===== src/rtl/core/itaf_pkg.sv =====
// itaf_pkg: shared constants, types and digit conversion function for the integer formatter
// no dependencies
`timescale 1ns / 1ps
`default_nettype none
package itaf_pkg;
    localparam int VALUE_BITS_DEF = 32;
    localparam int MAX_FIELD_DEF  = 60;
    localparam int MAX_OUT        = 63;

    localparam int FL_LEFT   = 0;
    localparam int FL_PLUS   = 1;
    localparam int FL_SPACE  = 2;
    localparam int FL_PREFIX = 3;
    localparam int FL_ZERO   = 4;
    localparam int FL_UPPER  = 5;
    localparam int FL_SIGNED = 6;

    localparam logic [7:0] CH_SPACE = 8'h20;
    localparam logic [7:0] CH_ZERO  = 8'h30;
    localparam logic [7:0] CH_MINUS = 8'h2d;
    localparam logic [7:0] CH_PLUS  = 8'h2b;

    // classified request handed from front to back
    typedef struct packed {
        logic        bad;
        logic [63:0] mag;
        logic [5:0]  radix;
        logic [6:0]  size;
        logic [6:0]  prec;
        logic [7:0]  sign_ch;
        logic        has_sign;
        logic [7:0]  pfx_ch;
        logic        has_pfx;
        logic        left;
        logic        zero;
        logic        upper;
    } t_req;

    function automatic logic [7:0] digit_char(input logic [5:0] d, input logic up);
        logic [7:0] c;
        if (d < 6'd10) c = CH_ZERO + {2'b0, d};
        else if (up)   c = 8'h41 + {2'b0, d} - 8'd10;
        else           c = 8'h61 + {2'b0, d} - 8'd10;
        return c;
    endfunction
endpackage
`default_nettype wire


===== src/rtl/core/itaf_if.sv =====
// itaf_if: valid/ready channel carrying a payload type
// depends on nothing
`timescale 1ns / 1ps
`default_nettype none
interface itaf_if #(parameter type T = logic) ();
    logic valid;
    logic ready;
    T     data;
    modport source (output valid, output data, input ready);
    modport sink   (input valid, input data, output ready);
endinterface
`default_nettype wire


===== src/rtl/core/itaf_front.sv =====
// itaf_front: accepts a request, works out sign, magnitude, prefix and widths
// depends on itaf_pkg
`timescale 1ns / 1ps
`default_nettype none
module itaf_front #(
    parameter int VALUE_BITS = 32,
    parameter int MAX_FIELD  = 60
) (
    input  wire logic            i_clk,
    input  wire logic            i_rst_n,
    input  wire logic            i_valid,
    output logic                 o_ready,
    input  wire logic [31:0]     i_value,
    input  wire logic [5:0]      i_radix,
    input  wire logic [6:0]      i_field_width,
    input  wire logic [6:0]      i_min_digits,
    input  wire logic [6:0]      i_format_flags,
    output logic                 o_valid,
    input  wire logic            i_ready,
    output itaf_pkg::t_req       o_req
);
    import itaf_pkg::*;
    localparam logic signed [7:0] MAXF = 8'(MAX_FIELD);
    logic r_valid;
    t_req r_req, n_req;
    logic signed [7:0] w_size, w_prec;
    logic [6:0] w_fl;
    logic [VALUE_BITS-1:0] w_v;
    logic w_neg, w_pfx_base;

    assign o_ready = !r_valid || i_ready;
    assign o_valid = r_valid;
    assign o_req   = r_req;

    always_comb begin
        w_fl = i_format_flags;
        if (w_fl[FL_LEFT]) w_fl[FL_ZERO] = 1'b0;
        w_v = VALUE_BITS'(i_value);
        w_size = 8'(signed'(i_field_width));
        w_prec = 8'(signed'(i_min_digits));
        if (w_size > MAXF) w_size = MAXF;
        if (w_prec > MAXF) w_prec = MAXF;
        w_neg = w_fl[FL_SIGNED] && w_v[VALUE_BITS-1];
        w_pfx_base = (i_radix == 6'd16) || (i_radix == 6'd8) || (i_radix == 6'd2);
        n_req = '0;
        n_req.bad = (i_radix < 6'd2) || (i_radix > 6'd36);
        n_req.radix = i_radix;
        n_req.mag = 64'(w_neg ? (~w_v + 1'b1) : w_v);
        n_req.has_sign = w_fl[FL_SIGNED] && (w_neg || w_fl[FL_PLUS] || w_fl[FL_SPACE]);
        n_req.sign_ch = w_neg ? CH_MINUS : (w_fl[FL_PLUS] ? CH_PLUS : CH_SPACE);
        if (n_req.has_sign) w_size = w_size - 8'sd1;
        n_req.has_pfx = w_fl[FL_PREFIX] && w_pfx_base;
        if (n_req.has_pfx) w_size = w_size - 8'sd2;
        n_req.pfx_ch = digit_char((i_radix == 6'd16) ? 6'd33 :
                                  (i_radix == 6'd8) ? 6'd24 : 6'd11, w_fl[FL_UPPER]);
        // negative means none
        n_req.size = (w_size < 0) ? 7'd0 : w_size[6:0];
        n_req.prec = (w_prec < 0) ? 7'd0 : w_prec[6:0];
        n_req.left = w_fl[FL_LEFT];
        n_req.zero = w_fl[FL_ZERO];
        n_req.upper = w_fl[FL_UPPER];
    end

    always_ff @(posedge i_clk) begin
        if (!i_rst_n) begin
            r_valid <= 1'b0;
        end else if (o_ready) begin
            r_valid <= i_valid;
        end
        if (i_valid && o_ready) r_req <= n_req;
    end
endmodule
`default_nettype wire


===== src/rtl/core/itaf_back.sv =====
// itaf_back: bit-serial digit extraction and character sequencer
// depends on itaf_pkg
`timescale 1ns / 1ps
`default_nettype none
module itaf_back #(
    parameter int VALUE_BITS = 32
) (
    input  wire logic        i_clk,
    input  wire logic        i_rst_n,
    input  wire logic        i_valid,
    output logic             o_ready,
    input  wire itaf_pkg::t_req i_req,
    output logic             o_valid,
    input  wire logic        i_ready,
    output logic [7:0]       o_out_char,
    output logic             o_last_char,
    output logic             o_bad_radix
);
    import itaf_pkg::*;
    localparam int BW = $clog2(VALUE_BITS + 1);
    localparam int IW = $clog2(VALUE_BITS);
    typedef enum logic [2:0] {
        S_IDLE, S_DIV, S_PLAN, S_EMIT
    } t_state;
    typedef enum logic [2:0] {
        P_LPAD, P_SIGN, P_PFX0, P_PFX1, P_ZPAD, P_DIG, P_RPAD, P_DONE
    } t_phase;

    t_state r_state;
    t_phase r_ph, w_ph_nx;
    t_req   r_req;
    logic [VALUE_BITS-1:0] r_quo;
    logic [5:0]  r_rem;
    logic [BW-1:0] r_bit;
    logic [5:0]  r_dig [VALUE_BITS];
    logic [BW-1:0] r_nd;
    logic [6:0]  r_pad, r_zeros, r_cnt;
    logic [6:0]  r_nout, r_total;
    logic        r_ov;
    logic [7:0]  r_ch;
    logic        r_last, r_bad;
    logic [6:0]  w_rem_sh;
    logic        w_ge;
    logic [6:0]  w_ph_len;
    logic [7:0]  w_ch;
    logic [6:0]  w_zeros, w_digs, w_pad, w_total;
    logic        w_final;

    assign o_ready = (r_state == S_IDLE) && !r_ov;
    assign o_valid = r_ov;
    assign o_out_char = r_ch;
    assign o_last_char = r_last;
    assign o_bad_radix = r_bad;

    // restoring division, one quotient bit per cycle
    assign w_rem_sh = {r_rem, r_quo[VALUE_BITS-1]};
    assign w_ge = w_rem_sh >= {1'b0, r_req.radix};

    // text length plan once the digit count is known
    assign w_zeros = (7'(r_nd) < r_req.prec) ? r_req.prec - 7'(r_nd) : 7'd0;
    assign w_digs  = 7'(r_nd) + w_zeros;
    assign w_pad   = (r_req.size > w_digs) ? r_req.size - w_digs : 7'd0;
    assign w_total = w_pad + w_digs + {6'd0, r_req.has_sign} + {5'd0, r_req.has_pfx, 1'b0};
    assign w_final = (r_nout == r_total - 7'd1) || (r_nout == 7'(MAX_OUT - 1));

    always_comb begin
        w_ph_len = 7'd0;
        case (r_ph)
            P_LPAD: w_ph_len = (!r_req.left && !r_req.zero) ? r_pad : 7'd0;
            P_SIGN: w_ph_len = {6'd0, r_req.has_sign};
            P_PFX0: w_ph_len = {6'd0, r_req.has_pfx};
            P_PFX1: w_ph_len = {6'd0, r_req.has_pfx};
            P_ZPAD: w_ph_len = r_req.zero ? (r_pad + r_zeros) : r_zeros;
            P_DIG:  w_ph_len = 7'(r_nd);
            P_RPAD: w_ph_len = r_req.left ? r_pad : 7'd0;
            default: w_ph_len = 7'd0;
        endcase
        case (r_ph)
            P_LPAD: w_ch = CH_SPACE;
            P_SIGN: w_ch = r_req.sign_ch;
            P_PFX0: w_ch = CH_ZERO;
            P_PFX1: w_ch = r_req.pfx_ch;
            P_ZPAD: w_ch = CH_ZERO;
            // digits are stored least significant first
            P_DIG:  w_ch = digit_char(r_dig[IW'(r_nd - 1'b1 - r_cnt[BW-1:0])], r_req.upper);
            P_RPAD: w_ch = CH_SPACE;
            default: w_ch = CH_SPACE;
        endcase
        w_ph_nx = t_phase'(r_ph + 3'd1);
    end

    always_ff @(posedge i_clk) begin
        if (!i_rst_n) begin
            r_state <= S_IDLE;
            r_ov <= 1'b0;
        end else begin
            case (r_state)
                S_IDLE: begin
                    if (r_ov) begin
                        if (i_ready) r_ov <= 1'b0;
                    end else if (i_valid) begin
                        r_req <= i_req;
                        if (i_req.bad) begin
                            r_ch <= 8'd0; r_last <= 1'b1; r_bad <= 1'b1;
                            r_ov <= 1'b1;
                        end else begin
                            r_quo <= i_req.mag[VALUE_BITS-1:0];
                            r_rem <= '0;
                            r_bit <= '0;
                            r_nd <= '0;
                            r_state <= S_DIV;
                        end
                    end
                end
                S_DIV: begin
                    r_quo <= {r_quo[VALUE_BITS-2:0], w_ge};
                    r_rem <= w_ge ? 6'(w_rem_sh - {1'b0, r_req.radix}) : w_rem_sh[5:0];
                    if (r_bit == BW'(VALUE_BITS - 1)) begin
                        r_dig[r_nd[IW-1:0]] <= w_ge ? 6'(w_rem_sh - {1'b0, r_req.radix})
                                                    : w_rem_sh[5:0];
                        r_nd <= r_nd + 1'b1;
                        r_bit <= '0;
                        r_rem <= '0;
                        if ({r_quo[VALUE_BITS-2:0], w_ge} == '0) r_state <= S_PLAN;
                    end else begin
                        r_bit <= r_bit + 1'b1;
                    end
                end
                S_PLAN: begin
                    // zero value still gives one digit from the division pass
                    r_zeros <= w_zeros;
                    r_pad <= w_pad;
                    r_total <= w_total;
                    r_ph <= P_LPAD;
                    r_cnt <= 7'd0;
                    r_nout <= 7'd0;
                    r_state <= S_EMIT;
                end
                S_EMIT: begin
                    if (!r_ov || i_ready) begin
                        if (r_cnt < w_ph_len) begin
                            r_ch <= w_ch; r_last <= w_final; r_bad <= 1'b0;
                            r_ov <= 1'b1;
                            r_nout <= r_nout + 7'd1;
                            r_cnt <= r_cnt + 7'd1;
                            if (w_final) r_state <= S_IDLE;
                        end else begin
                            r_ov <= 1'b0;
                            r_ph <= w_ph_nx;
                            r_cnt <= 7'd0;
                        end
                    end
                end
                default: r_state <= S_IDLE;
            endcase
        end
    end
endmodule
`default_nettype wire


===== src/rtl/core/integer_to_ascii_formatter_core.sv =====
// integer_to_ascii_formatter_core: top level joining front classifier and back sequencer
// depends on itaf_pkg, itaf_if, itaf_front, itaf_back
// flow: front register, load into the back part, bit-serial division for each digit, plan,
// then characters emitted phase by phase
// throughput: one request at a time in the back part; the front register holds the next one
// reset: synchronous active low, clears valid flags and sequencer state only
`timescale 1ns / 1ps
`default_nettype none
module integer_to_ascii_formatter_core #(
    parameter int VALUE_BITS = itaf_pkg::VALUE_BITS_DEF,
    parameter int MAX_FIELD  = itaf_pkg::MAX_FIELD_DEF
) (
    input  wire logic i_clk,
    input  wire logic i_rst_n,
    input  wire logic        i_valid,
    output logic             o_ready,
    input  wire logic [31:0] i_value,
    input  wire logic [5:0]  i_radix,
    input  wire logic [6:0]  i_field_width,
    input  wire logic [6:0]  i_min_digits,
    input  wire logic [6:0]  i_format_flags,
    output logic             o_valid,
    input  wire logic        i_ready,
    output logic [7:0]       o_out_char,
    output logic             o_last_char,
    output logic             o_bad_radix
);
    import itaf_pkg::*;
    // front-to-back request channel
    itaf_if #(.T(t_req)) u_q ();

    itaf_front #(.VALUE_BITS(VALUE_BITS), .MAX_FIELD(MAX_FIELD)) u_front (
        .i_clk, .i_rst_n, .i_valid, .o_ready,
        .i_value, .i_radix, .i_field_width, .i_min_digits, .i_format_flags,
        .o_valid(u_q.valid), .i_ready(u_q.ready), .o_req(u_q.data)
    );

    itaf_back #(.VALUE_BITS(VALUE_BITS)) u_back (
        .i_clk, .i_rst_n,
        .i_valid(u_q.valid), .o_ready(u_q.ready), .i_req(u_q.data),
        .o_valid, .i_ready, .o_out_char, .o_last_char, .o_bad_radix
    );
endmodule
`default_nettype wire

===== config.mk =====
export PLATFORM = sky130hd
export DESIGN_NAME = integer_to_ascii_formatter_core
export DESIGN_NICKNAME = d
export VERILOG_FILES = /design/src/rtl/core/itaf_pkg.sv /design/src/rtl/core/itaf_if.sv /design/src/rtl/core/itaf_front.sv /design/src/rtl/core/itaf_back.sv /design/src/rtl/core/integer_to_ascii_formatter_core.sv
export SDC_FILE = /design/constraint.sdc
export NUM_CORES = 1
export LEC_CHECK = 0
export BUFFER_PORTS_ARGS = -buffer_cell sky130_fd_sc_hd__buf_2
export CAP_MARGIN = 30
export CELL_PAD_IN_SITES_DETAIL_PLACEMENT = 2
export CELL_PAD_IN_SITES_GLOBAL_PLACEMENT = 2
export CORE_MARGIN = 3
export CORE_UTILIZATION = 51
export CTS_BUF_LIST = sky130_fd_sc_hd__clkbuf_8
export CTS_CLUSTER_SIZE = 12
export DETAILED_ROUTE_END_ITERATION = 8
export HOLD_SLACK_MARGIN = 0.05
export PLACE_DENSITY_LB_ADDON = 0.3
export SLEW_MARGIN = 20
export SYNTH_ARGS = -nofsm -noshare
export SYNTH_HDL_FRONTEND = slang
export SYNTH_SLANG_ARGS = --single-unit

===== constraint.sdc =====
create_clock -name i_clk -period 19 [get_ports i_clk]
set_clock_uncertainty 0.05 [all_clocks]
set_input_delay 1.9 -clock i_clk [delete_from_list [all_inputs] [get_ports i_clk]]
set_output_delay 1.9 -clock i_clk [all_outputs]
set_load 0.02 [all_outputs]

==> impl_results.md <==
* DR vias at between 10,000 and 15,000
* Clock power frac at between 20% and 30%
* DRT Pass-1 Iters at 5
* Min Hold Slack at 0.369 ns
* Area grow syn2layout at 11.8%
* Dpl hpwl at 39,800 um
* Vias per cell at 6.30
* Synthesized area per cell at about 15 sq um
* Ant. Diodes at 0
* Synthesized area at roughly 0.019 sq mm
* Post-synth EDFFs at between 300 and 400
* Register area share after synthesis at 62.7%
* RSZ-0062 raised after global routing: no
* Clock-pin slew on the worst setup and hold paths at 0.06 ns
* Vias in the first global route at 13,766
* Max-cap violation count at 0
* Most area-consuming cells after synthesis: edfxtp_1 (62%), mux4_2 (6.1%), ha_1 (4.9%), xnor2_1 (2.8%), mux2_2 (2.3%)
* Synthesized-area fraction occupied by adder cells at about 5.8%
* Gpl congestion at between 0.8 and 0.9
* Synth unique cells at 75
* Compound-gate portion of the synthesized area at 6.41%
* Post-CTS Hold Fix Bufs at 0
* Drt drc at 0
* Filler cells at approximately 3,200
* XOR/XNOR Fraction of Synth Area at ~4.3%
* Starting DRT DRC Count at ~1,000
* # IOs at 75
* Core area at 0.0367 sq mm
* IO buf count at 74
* Mux contribution to synthesized area at roughly a tenth
* Slew HR at a little over a third
* Req. time, crit path at a little under 20 ns
* Worst setup EP type: flop
* Layout cells sized above 1 at 19.7%
* Post CTS Setup Buffer Count at 0
* Critical Path Start Type: flop
* Layout net count at 1,582
* Starting Density at 51.9%
* Site Rows at 70
* Yosys warns at 0
* Part of the power in registers at 42.2%
* Total Neg Setup Slack at 0 ns
* Comb power frac at a little under a third
* Routed Antenna Nets at 0
* Routed WL at 62,500 um
* IR drop worst, VDD at approximately 0.00005 V
* Main combinational cell family by area after synthesis: multiplexers
* Total track usage at between 30% and 40%
* Predominant post-synthesis flop cell: edfxtp_1
* Post-synth top area share at between 60% and 70%
* Global-route wire length before repair at just over 90,000 um
* Clock net sink count at around 400
* Num CTS Buffers at between 60 and 70
* Net Switching at about 920 uW
* Crit Path Class: reg -> reg
* CTS max path bufs at 3
* Simple-Gate Fraction of Synth Area at roughly 8%
* Synth async-reset ratio at 0%
* Chip width at ~200 um
* Leakage at a little under 8 nW
* Post_cts resized at 0
* PD cells at ~120 mW/mm^2
* Largest net degree at the start of global routing at 70
* Max H-tree Level at 3
* P_int at ~1.7 mW
* Slew Limit Fails at 0
* Die area at 0.0397 sq mm
* CP arrival at 9.33 ns
* Synth Instances at around 1,300
* Sw frac at between 30% and 40%
* F_max at between 100 and 150 MHz
* Clock Latency Late Sink at 0.69 ns
* Root buffer cell: clkbuf_8
* Grt total ovfl at 0
* HP Class: reg -> reg
* #FFs+latches synth at 399
* Die Ht at 199 um
* Initial antenna violation count at 1
* CP max stage delay at between 0.6 and 0.7 ns
* Worst Max-Slew Pin Slew at 0.961 ns
* Area leader, netlist: edfxtp_1
* Critical path fanouts, max at 10
* CTS tree: built
* WL/cell at 32.0 um
* Setup Viol. Count Final at 0
* Status: finished clean
* Final period utilization at between 40% and 50%
* Final Critical Period at 9.01 ns
* CP max-delay cell: o21ai_1
* Final hold violations at 0
[Yosys cell counts, types with 4 or more instances]
| cell | count |
|---|---|
| a222oi_1 | 4 |
| o21bai_1 | 4 |
| mux4_2 | 52 |
| fa_1 | 8 |
| mux2i_1 | 28 |
| o211ai_1 | 5 |
| a21o_1 | 11 |
| or3_1 | 8 |
| a31oi_1 | 8 |
| o21a_1 | 4 |
| o41ai_1 | 5 |
| mux2_2 | 39 |
| o311a_1 | 6 |
| clkbuf_1 | 24 |
| a21oi_1 | 44 |
| xor2_1 | 25 |
| nand4_1 | 10 |
| and3_1 | 6 |
| edfxtp_1 | 395 |
| o21ai_0 | 39 |
| and2_1 | 20 |
| nand2_1 | 58 |
| or4_1 | 5 |
| inv_1 | 78 |
| nor2b_1 | 32 |
| nand2b_1 | 8 |
| nor2_1 | 102 |
| nand3_1 | 27 |
| o31ai_1 | 12 |
| dfxtp_1 | 4 |
| a22oi_1 | 5 |
| nor4_1 | 14 |
| ha_1 | 75 |
| buf_2 | 5 |
| nor3_1 | 15 |
| xnor2_1 | 60 |
[cell usage in the layout (no fill, tap or decap), types with 19 or more instances in the layout]
cell type,netlist,final
nor2b_1,32,32
edfxtp_1,395,395
mux2i_1,28,28
ha_1,75,73
mux2_2,39,39
a21oi_1,44,44
inv_1,78,102
buf_2,5,74
mux4_2,52,52
clkbuf_8,0,73
nor2_1,102,102
nand3_1,27,27
xor2_1,25,25
xnor2_1,60,60
nand2_1,58,58
o21ai_0,39,36
and2_1,20,19
[critical path, delay by kind of cell (launching register included)]
family,cells,cell delay (ns)
AOI/OAI and AO/OA,13,3.24
adders and majority gates,6,2.17
and+or+nand+nor,7,1.50
xor gates and xnor gates,2,0.77
DFF,1,0.60
buffers and inverters,2,0.42
[sequential cells by signal, summed over array words and instances, names as in the netlist, 3 cells and up]
signal	count
u_back.r_nd	6
u_front.o_req	69
u_back.r_quo	32
u_back.r_pad	7
u_back.r_total	7
u_back.r_cnt	7
u_back.r_rem	6
u_back.r_dig	192
u_back.r_ph	3
u_back.r_nout	7
u_back.r_bit	6
u_back.o_out_char	8
u_back.r_req	36
u_back.r_zeros	7
[power groups by stage]
stage          sequential, mW  combinational, mW  clock, mW
6_report                 1.12              0.796      0.739
5_1_grt                  1.12              0.856      0.781
4_1_cts                  1.12              0.785      0.746
3_5_place_dp             1.13              0.754          0
3_3_place_gp             1.13              0.659          0
2_1_floorplan            1.12              0.508          0
[area by class of cell]
type | count | area [sq um] | share of cell area, %
Clock buffer | 73 | 1000 | 4.72
Tap cell | 468 | 586 | 2.75
Timing Repair Buffer | 93 | 558 | 2.62
Inverter | 78 | 293 | 1.37
Sequential cell | 399 | 11900 | 56.1
Multi-Input combinational cell | 795 | 6710 | 31.5
Clock inverter | 48 | 206 | 0.970
[stage by stage]
stage	std cells	setup WS (ns)	utilization (%)	power, mW	area [sq um]
finish	1954	9.99	58.0	2.65	21300
global route	1954	9.55	58.0	2.76	21300
CTS	1947	10.20	57.8	2.65	21200
detailed placement	1826	10.73	54.5	1.89	20000
global placement	1825	11.55	54.4	1.79	20000
floorplan	1307	12.42	-	1.63	19000
[metal layers]
metal	part of all wire [%]	global-route usage, %	vias up	routed length, um
met5	0.021	0	-	13
met4	4.3	13.5	2	2690
met3	5.4	6.00	177	3400
met2	52	55.9	487	32500
met1	38	38.3	6395	23900
li1	-	-	5240	-
[logic make-up (layout without fill, tap and decap cells)]
family,count (synthesis),after routing
XOR/XNOR,89,89
AND/OR/NAND/NOR,317,317
buffers and inverters,113,292
multiplexers,121,121
flip-flops,399,399
other,2,3
adder cells (fa/ha/maj),83,83
AO/OA/AOI/OAI,182,182
[path summary, 6_finish.rpt]
check / slack (ns) / depth (start not counted) / end / startpoint
hold reg to reg: 0.37 / 0 / u_back.r_req[34] / u_front.o_req[34]
setup reg to reg: 9.99 / 30 / u_back.r_total[6] / u_back.r_nd[1]
setup / recovery: 9.99 / 30 / u_back.r_total[6] / u_back.r_nd[1]
hold / removal: 0.37 / 0 / u_back.r_req[34] / u_front.o_req[34]
Note: power is estimated with default switching activity, not from simulation.
